[src/rtl/psp_ram.sv]
// simple dual-port synchronous memory, one write and one registered read port
// no dependencies
`timescale 1ns / 1ps

module psp_ram #(
  parameter int DEPTH = 16,
  parameter int WIDTH = 32,
  localparam int AW = (DEPTH > 1) ? $clog2(DEPTH) : 1
) (
  input  logic             clk_i,
  input  logic             we_i,
  input  logic [AW-1:0]    waddr_i,
  input  logic [WIDTH-1:0] wdata_i,
  input  logic [AW-1:0]    raddr_i,
  output logic [WIDTH-1:0] rdata_o
);

  logic [WIDTH-1:0] mem [DEPTH];
  logic [WIDTH-1:0] rdata_q;

  always_ff @(posedge clk_i) begin
    if (we_i) begin
      mem[waddr_i] <= wdata_i;
    end
    rdata_q <= mem[raddr_i];
  end

  assign rdata_o = rdata_q;

endmodule

[config.mk]
export PLATFORM = sky130hd
export DESIGN_NAME = psp_ram
export DESIGN_NICKNAME = d
export VERILOG_FILES = /design/src/rtl/psp_ram.sv
export SDC_FILE = /design/constraint.sdc
export NUM_CORES = 1
export LEC_CHECK = 0
export BUFFER_PORTS_ARGS = -buffer_cell sky130_fd_sc_hd__buf_2
export CAP_MARGIN = 10
export CORE_MARGIN = 1
export CORE_UTILIZATION = 53
export DETAILED_ROUTE_END_ITERATION = 7
export PLACE_DENSITY = 0.78
export RECOVER_POWER = 50
export SKIP_LAST_GASP = 1
export SYNTH_ARGS = -nofsm -noshare
export SYNTH_HDL_FRONTEND = slang
export SYNTH_SLANG_ARGS = --single-unit
[constraint.sdc]
create_clock -name clk_i -period 8.9 [get_ports clk_i]
set_clock_uncertainty 0.05 [all_clocks]
set_input_delay 1.335 -clock clk_i [delete_from_list [all_inputs] [get_ports clk_i]]
set_output_delay 1.335 -clock clk_i [all_outputs]
set_load 0.03 [all_outputs]
**Word level (Yosys, flattened, before mapping)**

Memories as Yosys holds them, arrays and structs flattened. A register that Yosys moved wholly into a read port is not among the register bits.
Cells that the tools add are included.

- Register bits after elaboration: 0
- Bits in writable memories: 512
- Output and inout bits: 32
- Memories kept: 1

- Muxes and demuxes: 2

Memory list:

| memory | words | bits a word | rd ports | clocked after memory_dff | wr ports | line | source |
|---|---|---|---|---|---|---|---|
| mem | 16 | 32 | 1 | 1 | 1 | 18 | `logic [WIDTH-1:0] mem [DEPTH];` |

Operators with widths:

| operator | count |
|---|---|
| 1-bit 2-to-1 mux | 2 |

**Depth between registers and ports, before layout**

- Word-level depth: 2
- Mapped depth: 5

**Worst setup path before layout**

No wires, ideal clock.

- Path type: in2reg
- Start: input waddr_i[2]
- End: memory mem[0][0], enable pin
- Setup time: 461 ps
- Arrival: 4053 ps
- Required time: 8389 ps
- Setup slack: 4335 ps
- Stages: 2
- Path buffers: 0
- Cell sequence: or3b_2 > nor3_1

RTL lines:

| what | line | source |
|---|---|---|
| start: declaration | 12 | `input logic [AW-1:0] waddr_i,` |
| end: declaration | 18 |  |

No word-level cell before the write port.

==> summary.txt <==
status - finished clean
die area - 0.0382 mm^2
Max VDD drop - 0.166 mV
Resized Gates After CTS - 0
most common cell after layout, fill and taps aside - edfxtp_1
Initial Util - 54.1%
slowest cell on the critical path - buf_4
pre-CTS setup slack - 4610 ps
Yosys warnings - 0
DIE HEIGHT - 196 um
Worst R2R Path Depth - 3
drt wl/cell - 28.7 um
H-tree Lvls - 2
Worst Tran Pin Value - 1460 ps
Boundary Pins - 74
Synth-to-Final Area Change - 12.4%
post-synthesis instance total - 838
fin. max-slew vios - 0
CP max FO - 80
Final setup viols - 0
hold path depth - 3
First-pass DRT Iterations - 5
Final Util - 60.8%
vias in the first global route - 9,495
dpl hpwl - 19.4 mm
reg-to-reg startpoint - mem[3][5]
FF+latch count, synth - 544
fraction of layout instances using a drive strength above 1 - 27.5%
Synth cell types - 18
root buf cell - clkbuf_16
CP peak stage delay - 880 ps
R2R Setup Slk - 7470 ps
n_diodes - 0
global-route wire length before repair - 60.9 mm
synthesized area per cell - 23.7 um^2
global placement routability congestion - 0.699
Lkg Pwr - 7.09 nW
CTS clk-pin slew, worst paths - 60 ps
Arr. time, crit path - 4050 ps
RSZ-0062 raised after global routing - false
Max Cap Violations - 0
worst rel slew slack - 2.60%
fmax - 273 MHz
Synthesized Nets - 880
# rows - 70
# DRC - 0
pwr/cell area - 230 mW/mm^2
post-synthesis sequential area ratio - 80.7%
hold path start - mem[15][8]
Post-CTS Setup Repair Bufs - 0
Num CTS Buffers - 50
Synth area leader - edfxtp_1
Hold Crit Class - flip-flop to flip-flop
Die W - 196 um
clock latency at the later pin of the worst-skew pair - 550 ps
setup TNS - 0 ps
Setup crit start kind - input port
Congestion Overflow GR - 0
minimum clock period - 3670 ps
clock sinks - 544
number of hold violations in the final report - 0
synth top area cells - edfxtp_1 77%, mux4_2 15%, dfxtp_1 3.2%
post-synth top area share - 77.4%
final total power - 0.00514 W
CP endpoint kind - flip-flop
Buffers on Ports - 73
setup slack after layout - 5230 ps
worst-path cell chain - clkbuf_8, buf_4, mux4_2, a22oi_1, nand2_1
WS Path Type - input port to flip-flop
core area - 0.0367 mm^2
largest net degree at the start of global routing - 81
CTS tree - yes
Nets - 983
GRT Util Overall - 22.3%
Hold Buf Count CTS - 0
most frequent cells in the layout - 512 x edfxtp_1, 128 x mux4_2, 64 x a22oi_1
Clock Path Buffers - 3
DRT iter0 DRCs - 921
reg2reg end - rdata_o[5]
Hold Path End - rdata_o[8]
Netlist Area Pre-Place - 0.0199 mm^2
via count - 9,069
vias per std cell - 6.26
Tcrit/Tclk final - 41.2%
antenna violations before repair - 1
Post-DRT Antenna Nets - 0
Post-Route WL - 41.6 mm
WP data required - 9280 ps
[metrics by stage]
stage               hold WS (ps)  std cells  cell area [um^2]
floorplan                    585        838             19900
global placement             594       1357             20900
detailed placement           601       1357             20900
CTS                          614       1449             22400
global route                 650       1449             22300
finish                       607       1449             22300
[sequential cells by signal, summed over array words and instances, names as in the netlist]
register  flops
mem         512
rdata_o      32
[Yosys cell counts (all sizes together)]
cell type  instances
buf               26
mux4             128
and2               1
nor2b              2
nor3               4
nor2              13
nand2             33
nand2b             2
edfxtp           512
dfxtp             32
or3b               1
a22oi             64
nand3              1
clkbuf            17
nand3b             2
[kinds of logic (layout without fill, tap and decap cells)]
family / after synthesis / after routing / share of synthesized area [%]
DFF: 544 / 544 / 80.7
AOI/OAI and AO/OA: 64 / 64 / 2.42
buffers and inverters: 43 / 186 / 1.12
muxes: 128 / 128 / 14.5
and+or+nand+nor: 59 / 59 / 1.27
[how the worst max path moves through the flow]
| stage | start | end | slack [ps] | depth (start not counted) |
|---|---|---|---|---|
| final | raddr_i[0] | rdata_o[16] | 5230 | 5 |
| after global routing | raddr_i[0] | rdata_o[22] | 4990 | 5 |
| after CTS | raddr_i[0] | rdata_o[16] | 5170 | 5 |
| after detailed placement | raddr_i[0] | rdata_o[16] | 4610 | 5 |
| after global placement | raddr_i[0] | rdata_o[29] | 4680 | 5 |
| after floorplan | waddr_i[2] | mem[0][0] | 4340 | 2 |
[layer usage]
metal	GRT usage (%)	wire [um]	vias to the layer above
met5	0	0	-
met2	38.7	21900	442
met1	29.4	15500	4794
met4	5.77	805	0
li1	-	-	3771
met3	3.89	3330	62
[final cells by class]
class	instances	area, um^2
clock buffer	68	1380
fill	2473	14400
tap	468	586
multi-input combinational	251	3720
timing repair buffer	94	492
sequential	544	16000
clock inverter	24	130
[where the power goes]
group / internal [W] / switching (W)
logic: 0.0000979 / 0.000171
registers: 0.00286 / 0.0000197
clock network: 0.00111 / 0.000870
[critical path: cells and delay by family]
| kind | cells | cell delay (ps) |
|---|---|---|
| AO/OA/AOI/OAI | 1 | 250 |
| multiplexers | 1 | 620 |
| AND/OR/NAND/NOR | 1 | 90 |
| buffers and inverters | 2 | 1600 |
Power figures use the tool's default switching activity.
