`config.mk`:
```
export PLATFORM = sky130hd
export DESIGN_NAME = psp_dist
export DESIGN_NICKNAME = d
export VERILOG_FILES = /design/src/rtl/psp_pkg.sv /design/src/rtl/psp_dist.sv
export SDC_FILE = /design/constraint.sdc
export NUM_CORES = 2
export LEC_CHECK = 0
export BUFFER_PORTS_ARGS = -buffer_cell sky130_fd_sc_hd__buf_2
export CAP_MARGIN = 30
export CORE_MARGIN = 2
export CORE_UTILIZATION = 40
export CTS_BUF_LIST = sky130_fd_sc_hd__clkbuf_4
export DETAILED_ROUTE_END_ITERATION = 10
export MAX_ROUTING_LAYER = met4
export PLACE_DENSITY_LB_ADDON = 0.2
export SETUP_SLACK_MARGIN = 0.3
export SLEW_MARGIN = 25
export SYNTH_ARGS = -nofsm -noshare
export SYNTH_HDL_FRONTEND = slang
export SYNTH_SLANG_ARGS = --single-unit
```
`constraint.sdc`:
```
create_clock -name clk_i -period 16.5 [get_ports clk_i]
set_input_delay 0.825 -clock clk_i [delete_from_list [all_inputs] [get_ports clk_i]]
set_output_delay 0.825 -clock clk_i [all_outputs]
set_load 0.02 [all_outputs]
```
`src/rtl/psp_pkg.sv`:
```
// shared types, codes and constants of the point set proximity filter
// no dependencies
`timescale 1ns / 1ps

package psp_pkg;

  localparam int CAP_DEF = 32;
  localparam int DIM_DEF = 16;

  localparam int WORD_W   = 32;
  localparam int FUNC_W   = 2;
  localparam int IDX_W    = 5;
  localparam int SURV_W   = 6;
  localparam int NVAR_W   = 5;
  localparam int SFAC_W   = 16;
  localparam int SMAX_W   = 6;
  localparam int EFAC_W   = 24;
  localparam int CFG_W    = 24;
  localparam int CFGIDX_W = 2;

  localparam int ENV_W  = EFAC_W + WORD_W;  // 56
  localparam int HALF_W = ENV_W / 2;        // 28
  localparam int LIM_W  = 2 * ENV_W;        // 112
  localparam int MAG_W  = WORD_W + 1;       // 33
  localparam int SQ_W   = 2 * WORD_W + 1;   // 65, square of a 33-bit magnitude
  localparam int FRAC_ALIGN = 16;           // Q.32 sum to Q.48 limit

  localparam logic [NVAR_W-1:0] NVAR_RST = NVAR_W'(16);
  localparam logic [SFAC_W-1:0] SFAC_RST = SFAC_W'(512);
  localparam logic [SMAX_W-1:0] SMAX_RST = SMAX_W'(32);
  localparam logic [EFAC_W-1:0] EFAC_RST = EFAC_W'(25600);

  typedef enum logic [FUNC_W-1:0] {
    FUNC_POINT = 2'd0,
    FUNC_ITER  = 2'd1,
    FUNC_RUN   = 2'd2,
    FUNC_NOP   = 2'd3
  } func_e;

  typedef enum logic [CFGIDX_W-1:0] {
    CFG_NVAR = 2'd0,
    CFG_SFAC = 2'd1,
    CFG_SMAX = 2'd2,
    CFG_EFAC = 2'd3
  } cfg_e;

  typedef enum logic [3:0] {
    ST_IDLE,
    ST_ZFILL,
    ST_CAPS,
    ST_TRIM,
    ST_LIM1,
    ST_LIM2,
    ST_LIM3,
    ST_ISSUE,
    ST_WAIT,
    ST_DECIDE,
    ST_EMIT
  } state_e;

  // control from the sequencer to the distance datapath
  typedef struct packed {
    logic vld;    // memory read data valid this cycle
    logic use_w;  // word lies within the coordinates in use
    logic clr;    // clear the accumulator
  } dist_ctrl_t;

endpackage

```
`src/rtl/psp_dist.sv`:
```
// squared distance datapath: magnitude, square and accumulate stages
// depends on psp_pkg
`timescale 1ns / 1ps

module psp_dist import psp_pkg::*; #(
  parameter int ACC_W = 69
) (
  input  logic              clk_i,
  input  logic              rst_ni,
  input  dist_ctrl_t        ctrl_i,
  input  logic [WORD_W-1:0] pt_word_i,
  input  logic [WORD_W-1:0] it_word_i,
  output logic [ACC_W-1:0]  acc_o,
  output logic              busy_o
);

  logic             va_q, vb_q;
  logic [MAG_W-1:0] mag_q;
  logic [SQ_W-1:0]  sq_q;
  logic [ACC_W-1:0] acc_q;
  logic [MAG_W-1:0] diff;
  logic [MAG_W-1:0] mag_d;
  logic [2*MAG_W-1:0] prod;

  // 33-bit difference of sign-extended words, then magnitude
  assign diff  = {it_word_i[WORD_W-1], it_word_i} - {pt_word_i[WORD_W-1], pt_word_i};
  assign mag_d = diff[MAG_W-1] ? (~diff + MAG_W'(1)) : diff;
  assign prod  = mag_q * mag_q;

  always_ff @(posedge clk_i or negedge rst_ni) begin
    if (!rst_ni) begin
      va_q <= 1'b0;
      vb_q <= 1'b0;
    end else begin
      va_q <= ctrl_i.vld & ctrl_i.use_w;
      vb_q <= va_q;
    end
  end

  always_ff @(posedge clk_i) begin
    mag_q <= mag_d;
    sq_q  <= prod[SQ_W-1:0];
    if (ctrl_i.clr) begin
      acc_q <= '0;
    end else if (vb_q) begin
      acc_q <= acc_q + ACC_W'(sq_q);
    end
  end

  assign acc_o  = acc_q;
  assign busy_o = ctrl_i.vld | va_q | vb_q;

endmodule

```
# == After elaboration in Yosys (flattened, before gate mapping) ==
# Index checks and enable logic that the tools add are counted.
# totals
register_bits,169
word_cells,15
input_bits,69
output_inout_bits,70
# op_classes
n_bitwise,4
addsub,3
n_mul,1
n_mux,1
# ops
op,count
adder 69 x 65 -> 69 bit,1
multiplier 33 x 33 -> 65 bit,1
"adder 33 x 1 -> 33 bit, second input constant",1
NOT 33 bit,1
subtractor 32 x 32 -> 33 bit,1
two-way mux 32 bit,1
bitwise OR 1 bit,2
bitwise AND 1 bit,1

# == Depth between registers and ports, before layout ==
# logic_depth
depth_word,4
mapped_depth,31
depth_no_buf,29

# == Worst setup path after synthesis ==
# Ideal clock, no wire load.
# synth_timing
kind,reg2reg
from,reg mag_q[2]
to,reg sq_q[54]
synth_period_minus_slack_ns,8.032
setup_ns,0.127
required_ns,16.373
path_slack_ns,8.468
arrival_time_ns,7.905
path_buffers,3
path_stages_with_launch,31
cell_sequence,dfxtp_1 > clkbuf_1 > clkbuf_1 > nand2_1 > fa_1 > fa_1 > inv_1 > fa_1 > inv_1 > fa_1 > inv_1 > fa_1 > inv_1 > fa_1 > inv_1 > fa_1 > inv_1 > fa_1 > inv_1 > ha_1 > clkbuf_1 > a21oi_1 > o211ai_1 > a221o_1 > a32o_1 > a2111oi_2 > nor3_1 > o22ai_2 > o21ai_1 > and4_1 > or3_1
# synth_via
elab_chain_len,1
# synth_rtl
item,line_no,text
start: declaration,psp_dist.sv:18,logic [MAG_W-1:0] mag_q;
start signal: assignment,psp_dist.sv:41,mag_q <= mag_d;
multiplier 33 x 33 -> 65 bit,psp_dist.sv:28,assign prod = mag_q * mag_q;
named net prod[54],psp_dist.sv:23,logic [2*MAG_W-1:0] prod;
end signal: assignment,psp_dist.sv:42,sq_q <= prod[SQ_W-1:0];
end: declaration,psp_dist.sv:19,logic [SQ_W-1:0] sq_q;
# The timed path passes the listed nets, and every way through them passes these cells.
# A chain may end at the register's enable or synchronous reset.

# == Worst setup path in the final report ==
# layout_timing
from,reg mag_q[7]
to,reg sq_q[54]
# Same word-level chain as after synthesis.

==> impl_results.md <==
- Commonest non-fill, non-tap cell in the layout: inv_1
- RD Place Congestion: 0.891
- Flop-to-flop setup slack: 7.61 ns
- Levels on crit path: 26
- Netlist Area Pre-Place: 41600 um^2
- EDFF count, synth: 0
- Worst Setup EP: sq_q[54]$_DFF_P_
- RSZ-0062 raised after global routing: false
- CORE AREA: 103000 um^2
- Post-synthesis cell type count: 100
- Final min period: 8.89 ns
- TritonCTS clock tree: yes
- Max Slew Vio Count: 0
- Worst path bufs/invs: 6
- Outcome: finished, final reports clean
- Post-Synthesis Cells: 4676
- Post-route ant nets: 0
- Relative slew slack: 0.347
- Clk_skew: 0.113 ns
- Share of the synthesized area in the top cell type: 0.413
- Net count, final: 5988
- Worst Setup End Kind: flip-flop
- Main synth FF type: dfxtp_1
- Die width: 327 um
- Die area: 107000 um^2
- DRC: 0
- Post-CTS Setup Inserts: 0
- CP arrival: 9.51 ns
- Area leader, netlist: fa_1
- Routed Wire Length: 112 mm
- Worst setup path start: mag_q[7]$_DFF_P_
- Area growth, synth to finish: 5.65%
- Clk root buf: clkbuf_4
- IO Count: 139
- H-tree levels: 4
- Cell repeated most along the worst path: fa_1
- Via count: 30000
- Fraction of layout cells with a size suffix above 1: 0.0561
- Tcrit/Tclk final: 0.539
- Mean post-synth cell area: 8.91 um^2
- Clock sink count: 168
- Std-Cell Rows: 118
- Clk_lat worst skew: 0.80 ns
- Maxcap violations: 0
- Worst r2r dst: sq_q[54]$_DFF_P_
- Max Clk Rate: 0.112 GHz
- Worst r2r src: mag_q[7]$_DFF_P_
- CP max stage delay: 0.66 ns
- CTS Buf Count: 17
- First-pass GRT wire length: 180 mm
- Die H: 327 um
- Synthesized net count: 5970
- Placed instance area: 43600 um^2
- Startpoint Class: flip-flop
- HPWL after detailed placement: 90.9 mm
- CP max stage cell: dfxtp_1
- Final instance area: 44000 um^2
- Critical Path RT: 17.12 ns
- Min-Delay Path Class: in2reg
- 1st-pass router iterations: 5
- Setup Viol. Count Final: 0
- 1st-iter DRT viols: 1968
- Total grt overflow: 0
- Worst Path Max Fanout: 22
- Most frequent cells in the layout: inv_1, fa_1, nand2_1, ha_1, and2_1
- Avg WL per Cell: 18.4 um
- Setup TNS: 0 ns
- Worst-case clock buffer depth: 2
- Initial Utilization: 0.403
- Post-synthesis async set-or-reset flop share: 0.0119
- CTS clk-pin slew, worst paths: 0.18 ns
- Critical path class: reg2reg
- FF+latch count, synth: 168
- Antenna violations before repair: 3
- Sequential area share after synthesis: 0.0810
- Slew @ Worst Pin: 0.980 ns
- Hold Fails Final Rpt: 0
- Via density: 4.93
- Top cells by area, synth: fa_1, ha_1, inv_1, dfxtp_1, nand2_1
- Synth Warn #: 0
- Vias in the first global route: 32400
- CP delay by family, top: adder cells
- Port Buf Inserts: 138
- Gr usage total: 0.224
- Path depth of the worst reg2reg path: 26
- Largest net degree at the start of global routing: 52
==> Yosys cell counts, drive strengths merged, types with 22 or more instances <==
library cell  count
and3             22
clkbuf          161
mux2i            42
nor3             32
and2            216
nand3            32
xor2             65
nand2           442
ha              365
a21oi           170
a21o            101
xnor2           111
nor2            179
o21ai           109
dfxtp           166
fa              860
nand4            40
a31oi            23
a211oi           22
inv            1204
==> final cells by class <==
cell class | count | area [um^2]
tap | 1380 | 1730
timing repair buffer | 176 | 1010
antenna | 4 | 10.0
multi-input combinational | 3126 | 33100
clock buffer | 17 | 128
inverter | 1205 | 4520
fill | 10500 | 59400
clock inverter | 14 | 160
sequential | 168 | 3390
==> worst register-to-register path: cells and delay by family, from the launching register on <==
kind,cells,cell delay [ns]
flip-flops,1,0.66
AO/OA/AOI/OAI,5,1.52
AND/OR/NAND/NOR,6,1.51
adder cells (fa/ha/maj),9,4.12
buffers and inverters,6,0.99
==> how the worst min path moves through the flow <==
stage | from | endpoint | slack (ns) | cells past startpoint
after floorplan | va_q$_DFF_PN0_ | vb_q$_DFF_PN0_ | 0.35 | 0
after global placement | va_q$_DFF_PN0_ | vb_q$_DFF_PN0_ | 0.36 | 0
after detailed placement | va_q$_DFF_PN0_ | vb_q$_DFF_PN0_ | 0.37 | 0
after CTS | ctrl_i[1] | va_q$_DFF_PN0_ | 0.24 | 2
after global routing | ctrl_i[1] | va_q$_DFF_PN0_ | 0.27 | 2
final | ctrl_i[1] | va_q$_DFF_PN0_ | 0.33 | 2
==> metrics by stage <==
step	std cells	setup slack (ns)	hold slack [ns]	util
finish	6090	7.61	0.327	0.426
detailed placement	6052	7.69	0.369	0.422
floorplan	4676	8.47	0.348	-
CTS	6084	7.64	0.238	0.425
global placement	6052	7.76	0.362	0.422
global route	6087	7.16	0.265	0.426
==> kinds of logic (layout without fill, tap and decap cells) <==
| group | count (synthesis) | after routing | share of synthesized area |
|---|---|---|---|
| buffers and inverters | 1382 | 1412 | 0.125 |
| other | 0 | 4 | 0 |
| XOR/XNOR | 176 | 176 | 0.0370 |
| AO/OA/AOI/OAI | 599 | 599 | 0.0960 |
| flip-flops | 168 | 168 | 0.0810 |
| multiplexers | 44 | 44 | 0.0106 |
| adder cells (fa/ha/maj) | 1225 | 1225 | 0.523 |
| AND/OR/NAND/NOR | 1082 | 1082 | 0.127 |
==> timing repair <==
| action | in CTS | in global routing |
|---|---|---|
| resized for setup | 0 | 0 |
| hold buffers | 1 | 0 |
| hold endpoints to repair | 2 | 0 |
| setup endpoints to repair | 0 | 0 |
==> state kept, by name, summed over array words and instances, names as in the netlist <==
| register | cells |
|---|---|
| va_q | 1 |
| acc_o | 69 |
| vb_q | 1 |
| mag_q | 33 |
| sq_q | 64 |
==> layer usage <==
layer | vias to the layer above | routed length, um | part of all wire | track usage
met4 | 0 | 2070 | 0.018 | 0.0484
met3 | 100 | 6740 | 0.060 | 0.0438
li1 | 14300 | - | - | -
met2 | 669 | 51100 | 0.45 | 0.347
met1 | 14900 | 52400 | 0.47 | 0.306
met5 | - | 0 | 0 | -
Power is not shown: default switching activity piles up to over one toggle a cycle in this logic, so the estimate is an artifact.
